## config.mk

```make
export PLATFORM = sky130hd
export DESIGN_NAME = lru_page_replacement
export DESIGN_NICKNAME = d
export VERILOG_FILES = /design/src/lrupr_pkg.sv /design/src/lru_page_replacement.sv /design/src/lrupr_cell.sv /design/src/lrupr_ctrl.sv
export SDC_FILE = /design/constraint.sdc
export NUM_CORES = 1
export LEC_CHECK = 0
export BUFFER_PORTS_ARGS = -buffer_cell sky130_fd_sc_hd__buf_4
export CORE_MARGIN = 2
export CORE_UTILIZATION = 55
export CTS_BUF_LIST = sky130_fd_sc_hd__clkbuf_16
export DETAILED_ROUTE_END_ITERATION = 8
export MAX_ROUTING_LAYER = met4
export PLACE_DENSITY_LB_ADDON = 0.05
export SETUP_SLACK_MARGIN = 0.05
export SLEW_MARGIN = 30
export SYNTH_ARGS = -nofsm -noshare
export SYNTH_HDL_FRONTEND = slang
export SYNTH_SLANG_ARGS = --single-unit
```

## constraint.sdc

```tcl
create_clock -name clk_i -period 2.78 [get_ports clk_i]
set_clock_uncertainty 0.1 [all_clocks]
set_input_delay 0.556 -clock clk_i [delete_from_list [all_inputs] [get_ports clk_i]]
set_output_delay 0.556 -clock clk_i [all_outputs]
set_load 0.05 [all_outputs]
```

## src/lrupr_pkg.sv

```systemverilog
// Shared types and constants for the LRU page replacement block.
// Used by the frame cell, the sequencer and the top level; no dependencies.
`default_nettype none

package lrupr_pkg;

  localparam int unsigned FRAMES_DEF    = 8;
  localparam int unsigned PAGE_BITS_DEF = 8;

  localparam int unsigned PAGE_W     = 8;
  localparam int unsigned FIDX_W     = 3;
  localparam int unsigned FIU_W      = 4;
  localparam int unsigned COUNT_W    = 16;
  localparam int unsigned RANK_W     = 8;
  localparam int unsigned IDX_MAX_W  = 6;
  localparam int unsigned PAGE_MAX_W = 32;

  localparam logic [FIU_W-1:0] FIU_RESET = 4'd8;

  localparam logic KIND_REF     = 1'b0;
  localparam logic KIND_RESTART = 1'b1;

  typedef enum logic [1:0] {
    ST_IDLE,
    ST_SCAN,
    ST_COMMIT
  } state_e;

  typedef struct packed {
    logic                  found;
    logic [IDX_MAX_W-1:0]  found_idx;
    logic [RANK_W-1:0]     found_rank;
    logic                  free;
    logic [IDX_MAX_W-1:0]  free_idx;
    logic [RANK_W-1:0]     max_rank;
    logic [IDX_MAX_W-1:0]  max_idx;
    logic [PAGE_MAX_W-1:0] max_page;
  } token_t;

  typedef struct packed {
    logic                 strobe;
    logic                 restart;
    logic                 hit;
    logic [IDX_MAX_W-1:0] slot;
    logic [RANK_W-1:0]    hit_rank;
  } upd_t;

endpackage

`default_nettype wire

```

## src/lru_page_replacement.sv

```systemverilog
// LRU page replacement, top level: configuration register, chain of frame cells, sequencer.
// Depends on lrupr_pkg, lrupr_cell and lrupr_ctrl.
//
// Usage:
//   Input channel (in_valid_i / in_stall_o) carries kind_i and page_number_i; a transaction
//   is taken when valid is high and stall low. Output channel (out_valid_o / out_stall_i)
//   returns one result per input transaction, in order.
//   A page reference scans the chain of FRAMES cells, one cell per cycle, then commits the
//   update to every cell at once and registers the result. A new reference is taken only
//   after the last one has committed; a restart skips the scan and goes to the commit.
//   The result register parts the two sides: the next input is taken while a result waits.
//   When the receiver stalls, the result holds; a finished item waits in its commit cycle
//   until the result register is free, and input stays stalled meanwhile.
//   frames_in_use is written through cfg_valid_i / cfg_ready_o (always ready), by the user
//   only while idle, not enforced by the block; 0 acts as 1, values above FRAMES as FRAMES.
//   Reset: all frames free, ranks and fault count zero, frames_in_use 8, no result pending.
`default_nettype none

module lru_page_replacement
  import lrupr_pkg::*;
#(
  parameter int unsigned FRAMES    = FRAMES_DEF,
  parameter int unsigned PAGE_BITS = PAGE_BITS_DEF
) (
  input  wire logic               clk_i,
  input  wire logic               rst_ni,
  input  wire logic               cfg_valid_i,
  output logic                    cfg_ready_o,
  input  wire logic [FIU_W-1:0]   cfg_frames_in_use_i,
  input  wire logic               in_valid_i,
  output logic                    in_stall_o,
  input  wire logic               kind_i,
  input  wire logic [PAGE_W-1:0]  page_number_i,
  output logic                    out_valid_o,
  input  wire logic               out_stall_i,
  output logic                    hit_o,
  output logic [FIDX_W-1:0]       frame_index_o,
  output logic                    evicted_valid_o,
  output logic [PAGE_W-1:0]       evicted_page_o,
  output logic [COUNT_W-1:0]      fault_count_o
);

  logic [FIU_W-1:0]     fiu_q;
  logic [PAGE_BITS-1:0] key;
  upd_t                 upd;
  token_t               tok [FRAMES+1];

  assign cfg_ready_o = 1'b1;

  always_ff @(posedge clk_i or negedge rst_ni) begin
    if (!rst_ni) begin
      fiu_q <= FIU_RESET;
    end else if (cfg_valid_i && cfg_ready_o) begin
      fiu_q <= cfg_frames_in_use_i;
    end
  end

  assign tok[0] = '0;

  for (genvar g = 0; g < FRAMES; g++) begin : g_cell
    lrupr_cell #(
      .IDX       (g),
      .PAGE_BITS (PAGE_BITS)
    ) u_cell (
      .clk_i     (clk_i),
      .rst_ni    (rst_ni),
      .cfg_fiu_i (fiu_q),
      .key_i     (key),
      .upd_i     (upd),
      .tok_i     (tok[g]),
      .tok_o     (tok[g+1])
    );
  end

  lrupr_ctrl #(
    .FRAMES    (FRAMES),
    .PAGE_BITS (PAGE_BITS)
  ) u_ctrl (
    .clk_i           (clk_i),
    .rst_ni          (rst_ni),
    .in_valid_i      (in_valid_i),
    .in_stall_o      (in_stall_o),
    .kind_i          (kind_i),
    .page_number_i   (page_number_i),
    .key_o           (key),
    .upd_o           (upd),
    .tok_i           (tok[FRAMES]),
    .out_valid_o     (out_valid_o),
    .out_stall_i     (out_stall_i),
    .hit_o           (hit_o),
    .frame_index_o   (frame_index_o),
    .evicted_valid_o (evicted_valid_o),
    .evicted_page_o  (evicted_page_o),
    .fault_count_o   (fault_count_o)
  );

  a_hit_no_evict: assert property (@(posedge clk_i) disable iff (!rst_ni)
    out_valid_o && hit_o |-> !evicted_valid_o)
    else $error("eviction reported on a hit");

  a_busy_after_accept: assert property (@(posedge clk_i) disable iff (!rst_ni)
    in_valid_i && !in_stall_o |=> in_stall_o)
    else $error("second transaction taken while busy");

  a_evict_page_zero: assert property (@(posedge clk_i) disable iff (!rst_ni)
    out_valid_o && !evicted_valid_o |-> evicted_page_o == '0)
    else $error("evicted page set without eviction");

  a_hit_needs_fault: assert property (@(posedge clk_i) disable iff (!rst_ni)
    out_valid_o && hit_o |-> fault_count_o != '0)
    else $error("hit reported with no prior fault");

endmodule

`default_nettype wire

```

## src/lrupr_cell.sv

```systemverilog
// One frame of the LRU chain: resident page, valid bit and recency rank.
// Folds its frame into the search token passed along the chain; uses lrupr_pkg.
`default_nettype none

module lrupr_cell
  import lrupr_pkg::*;
#(
  parameter int unsigned IDX       = 0,
  parameter int unsigned PAGE_BITS = PAGE_BITS_DEF
) (
  input  wire logic                 clk_i,
  input  wire logic                 rst_ni,
  input  wire logic [FIU_W-1:0]     cfg_fiu_i,
  input  wire logic [PAGE_BITS-1:0] key_i,
  input  wire upd_t                 upd_i,
  input  wire token_t               tok_i,
  output token_t                    tok_o
);

  logic [PAGE_BITS-1:0] page_q, page_d;
  logic                 valid_q, valid_d;
  logic [RANK_W-1:0]    rank_q, rank_d;
  logic [RANK_W-1:0]    rank_inc;
  token_t               tok_q, tok_d;
  logic                 active;
  logic [IDX_MAX_W-1:0] my_idx;

  assign my_idx   = IDX_MAX_W'(IDX);
  assign active   = (IDX == 0) || (32'(cfg_fiu_i) > 32'(IDX));
  assign rank_inc = (rank_q == '1) ? rank_q : rank_q + 1'b1;

  always_comb begin
    tok_d = tok_i;
    if (active) begin
      if (!tok_i.found && valid_q && (page_q == key_i)) begin
        tok_d.found      = 1'b1;
        tok_d.found_idx  = my_idx;
        tok_d.found_rank = rank_q;
      end
      if (!tok_i.free && !valid_q) begin
        tok_d.free     = 1'b1;
        tok_d.free_idx = my_idx;
      end
      if ((IDX == 0) || (rank_q > tok_i.max_rank)) begin
        tok_d.max_rank = rank_q;
        tok_d.max_idx  = my_idx;
        tok_d.max_page = PAGE_MAX_W'(page_q);
      end
    end
  end

  always_comb begin
    page_d  = page_q;
    valid_d = valid_q;
    rank_d  = rank_q;
    if (upd_i.strobe) begin
      if (upd_i.restart) begin
        valid_d = 1'b0;
        rank_d  = '0;
      end else if (upd_i.hit) begin
        if (upd_i.slot == my_idx) begin
          rank_d = '0;
        end else if (active && valid_q && (rank_q < upd_i.hit_rank)) begin
          rank_d = rank_inc;
        end
      end else begin
        if (upd_i.slot == my_idx) begin
          page_d  = key_i;
          valid_d = 1'b1;
          rank_d  = '0;
        end else if (active && valid_q) begin
          rank_d = rank_inc;
        end
      end
    end
  end

  always_ff @(posedge clk_i or negedge rst_ni) begin
    if (!rst_ni) begin
      valid_q <= 1'b0;
      rank_q  <= '0;
    end else begin
      valid_q <= valid_d;
      rank_q  <= rank_d;
    end
  end

  always_ff @(posedge clk_i) begin
    page_q <= page_d;
    tok_q  <= tok_d;
  end

  assign tok_o = tok_q;

endmodule

`default_nettype wire

```

## src/lrupr_ctrl.sv

```systemverilog
// Sequencer for the LRU chain: input transaction, scan timing, commit and result register.
// Holds the fault count; uses lrupr_pkg.
`default_nettype none

module lrupr_ctrl
  import lrupr_pkg::*;
#(
  parameter int unsigned FRAMES    = FRAMES_DEF,
  parameter int unsigned PAGE_BITS = PAGE_BITS_DEF
) (
  input  wire logic                 clk_i,
  input  wire logic                 rst_ni,
  input  wire logic                 in_valid_i,
  output logic                      in_stall_o,
  input  wire logic                 kind_i,
  input  wire logic [PAGE_W-1:0]    page_number_i,
  output logic [PAGE_BITS-1:0]      key_o,
  output upd_t                      upd_o,
  input  wire token_t               tok_i,
  output logic                      out_valid_o,
  input  wire logic                 out_stall_i,
  output logic                      hit_o,
  output logic [FIDX_W-1:0]         frame_index_o,
  output logic                      evicted_valid_o,
  output logic [PAGE_W-1:0]         evicted_page_o,
  output logic [COUNT_W-1:0]        fault_count_o
);

  localparam int unsigned CNT_W  = (FRAMES > 1) ? $clog2(FRAMES) : 1;
  localparam int unsigned KX_W   = (PAGE_BITS > PAGE_W) ? PAGE_BITS : PAGE_W;
  localparam logic [CNT_W-1:0] CNT_LAST = CNT_W'(FRAMES - 1);

  state_e               state_q, state_d;
  logic [CNT_W-1:0]     cnt_q, cnt_d;
  logic                 kind_q;
  logic [PAGE_BITS-1:0] key_q;
  logic [KX_W-1:0]      page_x;
  logic [COUNT_W-1:0]   fault_q, fault_d;
  logic                 accept, load;

  logic                 hit;
  logic [IDX_MAX_W-1:0] slot;
  logic                 ev;

  logic                 out_valid_q;
  logic                 hit_q;
  logic [FIDX_W-1:0]    fidx_q;
  logic                 ev_q;
  logic [PAGE_W-1:0]    ev_page_q;

  assign page_x = KX_W'(page_number_i);

  always_comb begin
    state_d = state_q;
    case (state_q)
      ST_IDLE: begin
        if (in_valid_i) begin
          state_d = (kind_i == KIND_RESTART) ? ST_COMMIT : ST_SCAN;
        end
      end
      ST_SCAN: begin
        if (cnt_q == CNT_LAST) begin
          state_d = ST_COMMIT;
        end
      end
      ST_COMMIT: begin
        if (!out_valid_q || !out_stall_i) begin
          state_d = ST_IDLE;
        end
      end
      default: state_d = ST_IDLE;
    endcase
  end

  always_comb begin
    in_stall_o = (state_q != ST_IDLE);
    accept     = in_valid_i && (state_q == ST_IDLE);
    load       = (state_q == ST_COMMIT) && (!out_valid_q || !out_stall_i);
    cnt_d      = (state_q == ST_SCAN) ? cnt_q + 1'b1 : '0;
  end

  always_comb begin
    hit  = tok_i.found;
    ev   = !tok_i.found && !tok_i.free;
    if (tok_i.found) begin
      slot = tok_i.found_idx;
    end else if (tok_i.free) begin
      slot = tok_i.free_idx;
    end else begin
      slot = tok_i.max_idx;
    end
    upd_o.strobe   = load;
    upd_o.restart  = (kind_q == KIND_RESTART);
    upd_o.hit      = hit;
    upd_o.slot     = slot;
    upd_o.hit_rank = tok_i.found_rank;
  end

  always_comb begin
    fault_d = fault_q;
    if (load) begin
      if (kind_q == KIND_RESTART) begin
        fault_d = '0;
      end else if (!hit && (fault_q != '1)) begin
        fault_d = fault_q + 1'b1;
      end
    end
  end

  always_ff @(posedge clk_i or negedge rst_ni) begin
    if (!rst_ni) begin
      state_q     <= ST_IDLE;
      cnt_q       <= '0;
      fault_q     <= '0;
      out_valid_q <= 1'b0;
    end else begin
      state_q <= state_d;
      cnt_q   <= cnt_d;
      fault_q <= fault_d;
      if (load) begin
        out_valid_q <= 1'b1;
      end else if (!out_stall_i) begin
        out_valid_q <= 1'b0;
      end
    end
  end

  always_ff @(posedge clk_i) begin
    if (accept) begin
      kind_q <= kind_i;
      key_q  <= page_x[PAGE_BITS-1:0];
    end
    if (load) begin
      if (kind_q == KIND_RESTART) begin
        hit_q     <= 1'b0;
        fidx_q    <= '0;
        ev_q      <= 1'b0;
        ev_page_q <= '0;
      end else begin
        hit_q     <= hit;
        fidx_q    <= slot[FIDX_W-1:0];
        ev_q      <= ev;
        ev_page_q <= ev ? tok_i.max_page[PAGE_W-1:0] : '0;
      end
    end
  end

  assign key_o           = key_q;
  assign out_valid_o     = out_valid_q;
  assign hit_o           = hit_q;
  assign frame_index_o   = fidx_q;
  assign evicted_valid_o = ev_q;
  assign evicted_page_o  = ev_page_q;
  assign fault_count_o   = fault_q;

endmodule

`default_nettype wire

```

# Yosys cells after proc, flatten, opt, wreduce, memory -nomap -nowiden
# Index checks and enable logic that the tools add are counted.
word_totals:
  out_inout_bits: 32
  input_bits: 18
  register_bits: 666
  wordCells: 409
op_classes:
  reduce_logical: 114
  n_eq_ne: 40
  muxes: 122
  n_bitwise: 3
  magnitude_cmp: 22
  n_addsub: 10
ops:
  columns: ["operator", "n"]
  rows:
  - ["68-bit 2-to-1 mux", 7]
  - ["8-bit 2-to-1 mux", 56]
  - ["46-bit 2-to-1 mux", 7]
  - ["15-bit 2-to-1 mux", 8]
  - ["8-bit by 1-bit adder with 8-bit output, second input constant", 8]
  - ["8-bit == test", 8]
  - ["8-bit == test, second input constant", 8]
  - ["8-bit less-than comparator", 8]
  - ["8-bit greater-than comparator", 7]
  - ["7-bit 2-to-1 mux", 8]
  - ["3-bit AND reduction", 17]
  - ["1-bit logical AND", 41]
  - ["16-bit 2-to-1 mux", 2]
  - ["4-bit != test, second input constant", 8]
  - ["4-bit AND reduction", 8]
  - ["4-bit nonzero test", 8]
  - ["1-bit 2-to-1 mux", 26]
  - ["1-bit zero test", 25]
  - ["6-bit by 3-bit == test with 1-bit output, second input constant", 4]
  - ["2-bit nonzero test", 10]
  - ["16-bit by 1-bit adder with 16-bit output, second input constant", 1]
  - ["4-bit by 3-bit greater-than comparator with 1-bit output, second input constant", 4]
  - ["16-bit != test, second input constant", 1]
  - ["6-bit by 2-bit == test with 1-bit output, second input constant", 2]
  - ["19 further kinds", 29]

# Depth between registers and ports, before layout
# Gate-level depths: netlist of run 1.
logic_depth:
  word_depth: 7
  depth_mapped: 9
  ltp_nobuf: 8

# Modules after synthesis
# From an unflattened synthesis of run 1, not the netlist that was laid out.
unflattened:
  hier_cells: 2384
  area_unflattened_um2: 27541.4
modules_own_cells:
  columns: ["module", "cells_per_inst", "seq_area_each_um2", "n_inst", "area_each_um2"]
  rows:
  - ["lrupr_cell (g_cell[3].u_cell)", 293, 1826.8, 1, 3344.5]
  - ["lrupr_cell (g_cell[6].u_cell)", 285, 1826.8, 1, 3310.7]
  - ["lrupr_cell (g_cell[4].u_cell)", 285, 1826.8, 1, 3269.4]
  - ["lrupr_cell (g_cell[5].u_cell)", 279, 1826.8, 1, 3266.9]
  - ["lrupr_cell (g_cell[7].u_cell)", 282, 1826.8, 1, 3266.9]
  - ["lrupr_cell (g_cell[2].u_cell)", 277, 1826.8, 1, 3256.9]
  - ["lrupr_cell (g_cell[1].u_cell)", 280, 1826.8, 1, 3243.1]
  - ["lrupr_cell (g_cell[0].u_cell)", 189, 1226.2, 1, 2287.2]
  - ["lrupr_ctrl", 203, 1211.2, 1, 2134.5]
  - ["lru_page_replacement", 11, 101.3, 1, 161.4]

# Worst setup path before layout of run 1
# No wires, ideal clock.
synth_path:
  kind: "register to register"
  startpoint: "register u_ctrl.out_valid_q, in the netlist u_ctrl.out_valid_o"
  endpoint: "register g_cell[2].u_cell.page_q[0], enable pin"
  slack_ps: -34
  synth_period_minus_slack_ps: 2814
  n_path_buf: 1
  setup_ps: 370
  t_arrival_ps: 2343
  required_ps: 2310
  stages_incl_launch_ff: 7
  path_cell_list: "dfrtp_1 nand2_1 nand2b_4 inv_2 clkbuf_1 nand3_1 nor2_1"
synth_lines:
  columns: ["element", "line", "source"]
  rows:
  - ["start: declaration", "lrupr_ctrl.sv:45", "logic out_valid_q;"]
  - ["start signal: assignment", "lrupr_ctrl.sv:115", "out_valid_q <= 1'b0;"]
  - ["start signal: assignment", "lrupr_ctrl.sv:121", "out_valid_q <= 1'b1;"]
  - ["start signal: assignment", "lrupr_ctrl.sv:123", "out_valid_q <= 1'b0;"]
  - ["end signal: assignment", "lrupr_cell.sv:89", "page_q <= page_d;"]
  - ["end: declaration", "lrupr_cell.sv:20", "logic [PAGE_BITS-1:0] page_q, page_d;"]

# Final worst setup path of run 1
layout_path:
  startpoint: "register g_cell[7].u_cell.tok_q, in the netlist g_cell[7].u_cell.tok_o[52]"
  endpoint: "register g_cell[7].u_cell.rank_q[4]"
layout_between:
  elab_chain_len: 6
  word_cells_on_any_way: 10
  cone_classes: "eq/ne: 2; mux: 6; reduce/logical: 2"
layout_rtl:
  columns: ["element", "line", "source"]
  rows:
  - ["start: declaration", "lrupr_cell.sv:24", "token_t tok_q, tok_d;"]
  - ["start signal: assignment", "lrupr_cell.sv:90", "tok_q <= tok_d;"]
  - ["6-bit 2-to-1 mux *", "lrupr_ctrl.sv:87", "end else if (tok_i.free) begin"]
  - ["6-bit 2-to-1 mux *", "lrupr_ctrl.sv:85", "if (tok_i.found) begin"]
  - ["6-bit by 3-bit == test with 1-bit output *", "lrupr_cell.sv:61, lrupr_cell.sv:67", null]
  - ["8-bit 2-to-1 mux, on equally long branches", "lrupr_cell.sv:67, lrupr_cell.sv:61", null]
  - ["8-bit 2-to-1 mux", "lrupr_cell.sv:60", "end else if (upd_i.hit) begin"]
  - ["8-bit 2-to-1 mux", "lrupr_cell.sv:57", "if (upd_i.restart) begin"]
  - ["end signal: assignment", "lrupr_cell.sv:84", "rank_q <= rank_d;"]
  - ["end: declaration", "lrupr_cell.sv:22", "logic [RANK_W-1:0] rank_q, rank_d;"]
# Mark *: on every way between the ends. The rest lies on a longest branch, timed or not.
# A chain may end at the register's enable or synchronous reset.

==> results of run 1 <==
## report_power, final
part | switching [mW] | internal, mW
Sequential | 0.857 | 7.67
Clock | 2.46 | 3.17
Combinational | 2.38 | 2.09
## registers in the layout, summed over array words and instances (netlist names), 4 cells and up
register and flops:
u_ctrl.fault_count_o 16, g_cell.u_cell.tok_o 251, u_ctrl.evicted_page_o 8, fiu_q 4, g_cell.u_cell.rank_q 64, g_cell.u_cell.page_q 64, u_ctrl.key_o 8, g_cell.u_cell.valid_q 8
## metrics by stage
stage	utilization, %	instance area, um2	hold slack (ps)	std cells
2_1_floorplan	-	19110	160.4	1717
3_3_place_gp	59.66	20510	271.8	2263
3_5_place_dp	59.66	20510	275.5	2263
4_1_cts	63.76	21920	56.75	2349
5_1_grt	63.80	21930	58.57	2349
6_report	63.80	21930	76.73	2349
## area by class of cell
| type | instances | area [um2] |
|---|---|---|
| Clock buffer | 47 | 1176 |
| Clock inverter | 38 | 222.7 |
| Fill cell | 2775 | 12440 |
| Inverter | 99 | 371.6 |
| Multi-Input combinational cell | 1134 | 8443 |
| Sequential cell | 435 | 10060 |
| Tap cell | 455 | 569.3 |
| Timing Repair Buffer | 141 | 1086 |
## how the worst min path moves through the flow
| stage | startpoint | endpoint | depth (start not counted) |
|---|---|---|---|
| floorplan | rst_ni | fiu_q[0] | 0 |
| global placement | g_cell[0].u_cell.page_q[2] | g_cell[0].u_cell.tok_o[2] | 0 |
| detailed placement | g_cell[0].u_cell.page_q[6] | g_cell[0].u_cell.tok_o[6] | 0 |
| CTS | page_number_i[4] | u_ctrl.key_o[4] | 1 |
| global route | page_number_i[6] | u_ctrl.key_o[6] | 1 |
| finish | page_number_i[6] | u_ctrl.key_o[6] | 1 |
## worst register-to-register path: cells and delay by family (launching register included)
family / cells / cell delay [ps]
buffers and inverters: 1 / 230
AOI/OAI and AO/OA: 2 / 1040
muxes: 1 / 170
and+or+nand+nor: 3 / 480
DFF: 1 / 440
## what timing repair did
item,in CTS,in global routing
hold buffers,1,0
hold endpoints to repair,22,0
setup endpoints to repair,0,0
## per-layer routing
metal  vias up  global-route usage (%)  wire [um]
li1       6481                       -          -
met1      6262                   36.59      21360
met2       413                   38.80      19820
met3       107                   4.821       2802
met4         0                   11.93       2163
met5         -                       -          0
## cells in the mapped netlist (16+ instances only)
library cell,count
a21oi_1,44
a31oi_1,18
and2_1,25
buf_2,21
clkbuf_1,19
dfrtp_1,97
dfxtp_1,251
edfxtp_1,86
ha_1,123
inv_1,98
mux2_2,126
nand2_1,138
nand2b_1,30
nand3_1,73
nand4_1,35
nor2_1,53
nor2b_1,20
nor3_1,24
o211ai_1,33
o21a_1,18
o21ai_0,74
o31ai_1,16
or2_2,22
or3_1,17
or4_1,16
xnor2_1,41
xor2_1,28
## cell families after synthesis
logic type	count (synthesis)
buffers and inverters	148
AO/OA/AOI/OAI	294
multiplexers	142
AND/OR/NAND/NOR	505
XOR/XNOR	69
flip-flops	435
adder cells (fa/ha/maj)	123
other	1
==> impl_metrics.env, run 1 <==
export IMPL_p_per_area_nw_per_um2=849.4
export IMPL_place_congestion=0.9120
export IMPL_die_width_um=190.4
export IMPL_fp_coreArea_um2=34370
export IMPL_synth_ff_type="dfxtp_1"
export IMPL_setup_viol=0
export IMPL_layout_setup_ws_ps=184.2
export IMPL_synth_xor_area_share_pct=3.163
export IMPL_wl_per_cell_um=19.64
export IMPL_io_pins=50
export IMPL_fin_crit_ps=2596
export IMPL_hold_viol_final=0
export IMPL_post_route_period_util_pct=93.37
export IMPL_synth_compound_area_share_pct=10.56
export IMPL_reg2reg_depth=7
export IMPL_synthCells=1717
export IMPL_power_leakage_nw=9.288
export IMPL_antennaDiodeCount=0
export IMPL_grt_overflow=0
export IMPL_synth_edf_count=86
export IMPL_port_buffers=48
export IMPL_core_rowCount=68
export IMPL_drive_above_1_share_pct=20.12
export IMPL_root_buffer="clkbuf_16"
export IMPL_post_cts_buffers=0
export IMPL_cts_sinks=435
export IMPL_start_util_pct=55.58
export IMPL_r2r_slack_ps=180
export IMPL_vias=13263
export IMPL_worstMarginPinSlew_ps=1079
export IMPL_postSynthAreaPerCell_um2=11.13
export IMPL_dpl_hpwl_mm=34.33
export IMPL_cts_resized=0
export IMPL_cpLargestDelayFamily="compound AO/OA/AOI/OAI gates"
export IMPL_detail_route_antenna_nets=0
export IMPL_r2r_start="g_cell[7].u_cell.tok_o[52]"
export IMPL_syn_nets=1858
export IMPL_max_slew_margin_pct=27.75
export IMPL_cp_num_buf_inv=1
export IMPL_clk_latency_ps=550
export IMPL_crit_end="g_cell[7].u_cell.rank_q[4]"
export IMPL_synth_simple_gate_area_share_pct=14.04
export IMPL_worstSetupPathType="reg -> reg"
export IMPL_vdd_ir_drop_max_uv=568.5
export IMPL_drt_initial_drc_count=795
export IMPL_yosysWarningCount=0
export IMPL_critPathSlowestCell="o21ai_1"
export IMPL_slew_violations=0
export IMPL_viasPerCell=5.646
export IMPL_dp_slack_ps=191.4
export IMPL_grt_pass1_wl_mm=72.92
export IMPL_cts_buffer_depth=3
export IMPL_syn_area_um2=19110
export IMPL_htreeDepth=2
export IMPL_cp_depth=7
export IMPL_critPathLaunchType="flip-flop"
export IMPL_grt_pass1_vias=12911
export IMPL_dr_pass1_iters=5
export IMPL_wl_mm=46.15
export IMPL_synth_area_leaders="dfxtp_1 26%, edfxtp_1 14%, dfrtp_1 13%"
export IMPL_die_height_um=190.4
export IMPL_total_power_mw=18.63
export IMPL_async_reset_ff_share_pct=22.53
export IMPL_route_detailed_drc=0
export IMPL_synthMuxAreaShare_pct=8.278
export IMPL_synthAdderAreaFrac_pct=8.055
export IMPL_yosysUniqueCellTypes=78
export IMPL_fin_setup_tns_ps=0
export IMPL_yosysTopAreaCell="dfxtp_1"
export IMPL_grt_antenna_before_repair=0
export IMPL_yosysTopAreaCellShare_pct=26.30
export IMPL_synthToLayoutAreaGrowth_pct=14.78
export IMPL_rr_endpoint="g_cell[7].u_cell.rank_q[4]"
export IMPL_fmax_mhz=385.2
export IMPL_rsz0062_at_grt="no"
export IMPL_status="completed"
export IMPL_synth_top_family_by_area="simple AND/OR/NAND/NOR gates"
export IMPL_slowest_delay_ps=640
export IMPL_cts_made_buffers=46
export IMPL_ys_seq_elements=435
export IMPL_required_ps=3090
export IMPL_dieArea_um2=36240
export IMPL_nets=1998
export IMPL_seq_area_frac_synth_pct=52.66
export IMPL_cp_max_fo=7
export IMPL_cap_violations=0
export IMPL_cts_tree="done"
export IMPL_cp_arrival_ps=2910
export IMPL_clk_pin_slew_ps=60
export IMPL_grt_max_degree=54
export IMPL_grt_util_all_layers_pct=26.72
export IMPL_worstSetupStartpoint="g_cell[7].u_cell.tok_o[52]"
export IMPL_holdCritPathClass="in -> reg"
export IMPL_final_common_cell="dfxtp_1"
export IMPL_worstPathCellList="mux2i_1 > o21ai_4 > buf_4 > nand2_1 > o21ai_1 > or4_1 > nand3_1"
export IMPL_most_common_layout_cells="251 x dfxtp_1, 138 x nand2_1, 138 x buf_4"
export IMPL_endpoint_kind="flip-flop"
Power figures use the tool's default switching activity.
==> inputs of run 2 (changes only) <==
--- a/config.mk
+++ b/config.mk
@@ -5,11 +5,11 @@
 export SDC_FILE = /design/constraint.sdc
 export NUM_CORES = 1
 export LEC_CHECK = 0
-export BUFFER_PORTS_ARGS = -buffer_cell sky130_fd_sc_hd__buf_4
 export CORE_MARGIN = 2
 export CORE_UTILIZATION = 55
 export CTS_BUF_LIST = sky130_fd_sc_hd__clkbuf_16
 export DETAILED_ROUTE_END_ITERATION = 8
+export DONT_BUFFER_PORTS = 1
 export MAX_ROUTING_LAYER = met4
 export PLACE_DENSITY_LB_ADDON = 0.05
 export SETUP_SLACK_MARGIN = 0.05
==> impl_metrics.env, run 2 (synthesis results as in run 1) <==
export IMPL_largest_reg_flops=251
export IMPL_grt_pass1_wl_mm=73.23
export IMPL_finalInstanceArea_um2=21730
export IMPL_fmax_mhz=383.8
export IMPL_vias=13208
export IMPL_viasPerCell=5.693
export IMPL_htreeDepth=2
export IMPL_rsz0062_at_grt="yes"
export IMPL_root_buffer="clkbuf_16"
export IMPL_holdCritPathClass="in -> async"
export IMPL_route_detailed_drc=0
export IMPL_nFillCells=2828
export IMPL_placed_area_um2=20180
export IMPL_multi_input_area_um2=8462
export IMPL_r2r_start="u_ctrl.state_q[0]"
export IMPL_place_congestion=0.9116
export IMPL_endpoint_kind="flip-flop"
export IMPL_core_rowCount=68
export IMPL_cts_tree="done"
export IMPL_fin_setup_tns_ps=0
export IMPL_post_route_period_util_pct=93.73
export IMPL_grt_overflow=0
export IMPL_ctsHoldBuffers=9
export IMPL_vdd_ir_drop_max_uv=563.1
export IMPL_holdWs_ps=-409.9
export IMPL_worstSetupPathType="reg -> reg"
export IMPL_die_height_um=190.4
export IMPL_grt_pass1_vias=13026
export IMPL_fin_crit_ps=2606
export IMPL_grt_antenna_before_repair=4
export IMPL_grt_max_degree=99
export IMPL_cts_made_buffers=46
export IMPL_cts_buffer_depth=3
export IMPL_start_util_pct=55.58
export IMPL_worstSetupStartpoint="u_ctrl.state_q[0]"
export IMPL_fp_coreArea_um2=34370
export IMPL_dpl_hpwl_mm=34.07
export IMPL_p_per_area_nw_per_um2=853.0
export IMPL_grt_util_all_layers_pct=27.02
export IMPL_clk_pin_slew_ps=60
export IMPL_nets=1967
export IMPL_worstMarginPinSlew_ps=901.4
export IMPL_cts_sinks=435
export IMPL_drt_initial_drc_count=739
export IMPL_drive_above_1_share_pct=18.21
export IMPL_setup_viol=0
export IMPL_most_common_layout_cells="251 x dfxtp_1, 137 x nand2_1, 126 x mux2_2"
export IMPL_violations="negative hold slack"
export IMPL_port_buffers=0
export IMPL_wl_mm=46.17
export IMPL_power_leakage_nw=9.132
export IMPL_wl_per_cell_um=19.90
export IMPL_register_area_um2=10060
export IMPL_io_pins=50
export IMPL_required_ps=2950
export IMPL_cp_max_fo=25
export IMPL_hold_viol_final=98
export IMPL_cp_arrival_ps=2770
export IMPL_max_slew_margin_pct=39.62
export IMPL_status="finished, violations left"
export IMPL_synthToLayoutAreaGrowth_pct=13.71
export IMPL_detail_route_antenna_nets=0
export IMPL_dr_pass1_iters=5
export IMPL_cap_violations=0
export IMPL_dieArea_um2=36240
export IMPL_final_common_cell="dfxtp_1"
export IMPL_clk_latency_ps=570
export IMPL_slew_violations=0
export IMPL_critPathLaunchType="flip-flop"
export IMPL_total_power_mw=18.53
export IMPL_die_width_um=190.4
-- run 2: worst paths after layout --
path	end	cells past startpoint	slack, ps
worst max-delay path	g_cell[7].u_cell.page_q[6]	7	170
worst min-delay path	g_cell[4].u_cell.rank_q[4]	0	-410
worst max register to register	g_cell[7].u_cell.page_q[6]	7	170
worst min register to register	g_cell[0].u_cell.tok_o[0]	0	290
max in group asynchronous	fiu_q[3]	0	2720
min in group clk_i	fiu_q[1]	1	30
-- run 2: layout make-up --
class                      instances  area share (%)
sequential                       435           46.31
multi-input combinational       1134           38.95
clock buffer                      47           5.414
timing repair buffer             110           3.962
tap                              455           2.620
inverter                          99           1.710
clock inverter                    37           1.002
antenna                            3         0.03455
-- run 2: critical path, stage by stage (launching register included) --
cell and delay [ps]:
dfrtp_1 460, nand2b_1 250, nand2b_4 360, inv_2 310, nand3_1 210, buf_4 220, nor2_1 180, buf_4 210
-- run 2: metrics by stage --
stage | setup slack, ps | utilization, % | instances
after global placement | 140.3 | 58.65 | 2220
after floorplan | 298.6 | - | 1717
final | 174.2 | 63.21 | 2320
after global routing | 32.01 | 63.21 | 2320
after detailed placement | 116.8 | 58.71 | 2220
after CTS | 170.9 | 63.15 | 2317
-- run 2: report_power, final --
part	switching, mW	leakage [nW]	internal [mW]
Clock	2.42	0.737	3.23
Sequential	0.986	4.09	7.67
Combinational	2.22	4.31	2.00
-- run 2: what timing repair did --
item                                    4_1_cts  5_1_grt
cloned                                        0        0
endpoints found under the setup margin        1        6
setup buffers                                 4        0
endpoints found under the hold margin       107       98
gates resized for setup                       0        3
-- run 2: per-layer routing --
metal	GRT usage [%]	share of wire (%)	up-vias
met1	36.17	46	6348
met3	5.907	6.3	75
met5	-	0	-
met4	8.706	2.9	0
li1	-	-	6408
met2	40.99	45	377
==> inputs of run 3 (changes only) <==
--- a/config.mk
+++ b/config.mk
@@ -10,7 +10,6 @@
 export CTS_BUF_LIST = sky130_fd_sc_hd__clkbuf_16
 export DETAILED_ROUTE_END_ITERATION = 8
 export DONT_BUFFER_PORTS = 1
-export MAX_ROUTING_LAYER = met4
 export PLACE_DENSITY_LB_ADDON = 0.05
 export SETUP_SLACK_MARGIN = 0.05
 export SLEW_MARGIN = 30
==> impl_metrics.env, run 3 (synthesis results as in run 1) <==
export IMPL_status="finished, violations left"
export IMPL_violations="negative hold slack"
export IMPL_register_area_um2=10060
export IMPL_grt_util_all_layers_pct=25.92
export IMPL_hold_viol_final=98
export IMPL_clk_latency_ps=560
export IMPL_dp_slack_ps=121.4
export IMPL_viasPerCell=5.713
export IMPL_grt_antenna_before_repair=2
export IMPL_rr_endpoint="g_cell[6].u_cell.rank_q[5]"
export IMPL_nFillCells=2857
export IMPL_cap_violations=0
export IMPL_cp_num_buf_inv=2
export IMPL_dpl_hpwl_mm=33.38
export IMPL_setup_viol=0
export IMPL_fin_crit_ps=2686
export IMPL_holdCritPathClass="in -> async"
export IMPL_core_rowCount=68
export IMPL_io_pins=50
export IMPL_detail_route_antenna_nets=0
export IMPL_worstPathCellList="clkinvlp_4 > buf_4 > ha_1 > a41oi_1 > o21ai_0 > a221oi_2 > nand4_1 > o31ai_1"
export IMPL_holdWs_ps=-403.1
export IMPL_grt_pass1_wl_mm=73.35
export IMPL_cts_sinks=435
export IMPL_drt_initial_drc_count=807
export IMPL_start_util_pct=55.58
export IMPL_cts_buffer_depth=3
export IMPL_grt_pass1_vias=13113
export IMPL_slew_violations=0
export IMPL_endpoint_kind="flip-flop"
export IMPL_final_common_cell="dfxtp_1"
export IMPL_wl_mm=45.87
export IMPL_port_buffers=0
export IMPL_multi_input_area_um2=8476
export IMPL_fp_coreArea_um2=34370
export IMPL_clk_pin_slew_ps=60
export IMPL_largest_reg_flops=251
export IMPL_layout_setup_ws_ps=93.99
export IMPL_nets=1965
export IMPL_p_per_area_nw_per_um2=847.5
export IMPL_most_common_layout_cells="251 x dfxtp_1, 137 x nand2_1, 126 x mux2_2"
export IMPL_place_congestion=0.9454
export IMPL_vdd_ir_drop_max_uv=595.9
export IMPL_die_width_um=190.4
export IMPL_critPathLaunchType="flip-flop"
export IMPL_cts_tree="done"
export IMPL_grt_max_degree=99
export IMPL_htreeDepth=2
export IMPL_rsz0062_at_grt="yes"
export IMPL_critPathSlowestCell="a221oi_2"
export IMPL_worstSetupStartpoint="g_cell[7].u_cell.tok_o[60]"
export IMPL_cp_arrival_ps=3040
export IMPL_synthToLayoutAreaGrowth_pct=13.50
export IMPL_reg2reg_depth=8
export IMPL_worstMarginPinSlew_ps=923.7
export IMPL_slowest_delay_ps=360
export IMPL_wl_per_cell_um=19.79
export IMPL_max_slew_margin_pct=37.77
export IMPL_grt_overflow=0
export IMPL_fin_setup_tns_ps=0
export IMPL_die_height_um=190.4
export IMPL_required_ps=3140
export IMPL_cts_made_buffers=45
export IMPL_cp_max_fo=7
export IMPL_fmax_mhz=372.3
export IMPL_drive_above_1_share_pct=18.43
export IMPL_route_detailed_drc=0
export IMPL_r2r_start="g_cell[7].u_cell.tok_o[60]"
export IMPL_power_leakage_nw=9.125
export IMPL_post_route_period_util_pct=96.62
export IMPL_cp_depth=8
export IMPL_worstSetupPathType="reg -> reg"
export IMPL_ctsHoldBuffers=9
export IMPL_vias=13242
export IMPL_root_buffer="clkbuf_16"
export IMPL_dieArea_um2=36240
export IMPL_dr_pass1_iters=5
export IMPL_cpLargestDelayFamily="compound AO/OA/AOI/OAI gates"
export IMPL_r2r_slack_ps=90
export IMPL_crit_end="g_cell[6].u_cell.rank_q[5]"
run 3: where the power goes:
group | total [mW] | internal [mW] | switching, mW
combinational | 4.21 | 1.99 | 2.23
sequential | 8.64 | 7.67 | 0.962
clock | 5.53 | 3.10 | 2.43
total | 18.4 | 12.8 | 5.62
run 3: layer usage:
metal	GRT usage (%)	wire length (um)
met1	36.57	21310
met2	40.46	20440
met3	5.226	2925
met4	7.603	1183
met5	0	11
run 3: worst min path at each step:
stage / to / slack, ps
final: g_cell[7].u_cell.rank_q[2] / -400
after global routing: g_cell[0].u_cell.rank_q[6] / -430
after CTS: g_cell[4].u_cell.rank_q[5] / -430
after detailed placement: g_cell[6].u_cell.rank_q[4] / 170
after global placement: g_cell[6].u_cell.rank_q[2] / 170
after floorplan: fiu_q[0] / 160
run 3: cell type report:
class	count	share of cell area (%)
diodes	2	0.02308
flip-flops and latches	435	46.39
clock inverters	38	0.9578
multi-input cells	1134	39.08
inverters	99	1.731
well taps	455	2.625
clock buffers	46	5.308
repair buffers	109	3.877
run 3: what timing repair did:
item	CTS	global route
endpoints found under the hold margin	107	98
resized for setup	0	6
setup endpoints to repair	0	22
buffers inserted	0	6
run 3: through the flow:
step | utilization (%) | std cells | area (um2) | total power, mW | hold slack, ps
after floorplan | - | 1717 | 19110 | 11.48 | 160.4
after global placement | 58.58 | 2217 | 20140 | 12.77 | 168.1
after detailed placement | 58.65 | 2217 | 20160 | 12.90 | 169.0
after CTS | 62.86 | 2310 | 21610 | 18.50 | -427.1
after global routing | 63.08 | 2317 | 21680 | 19.37 | -428.6
final | 63.09 | 2318 | 21690 | 18.38 | -403.1
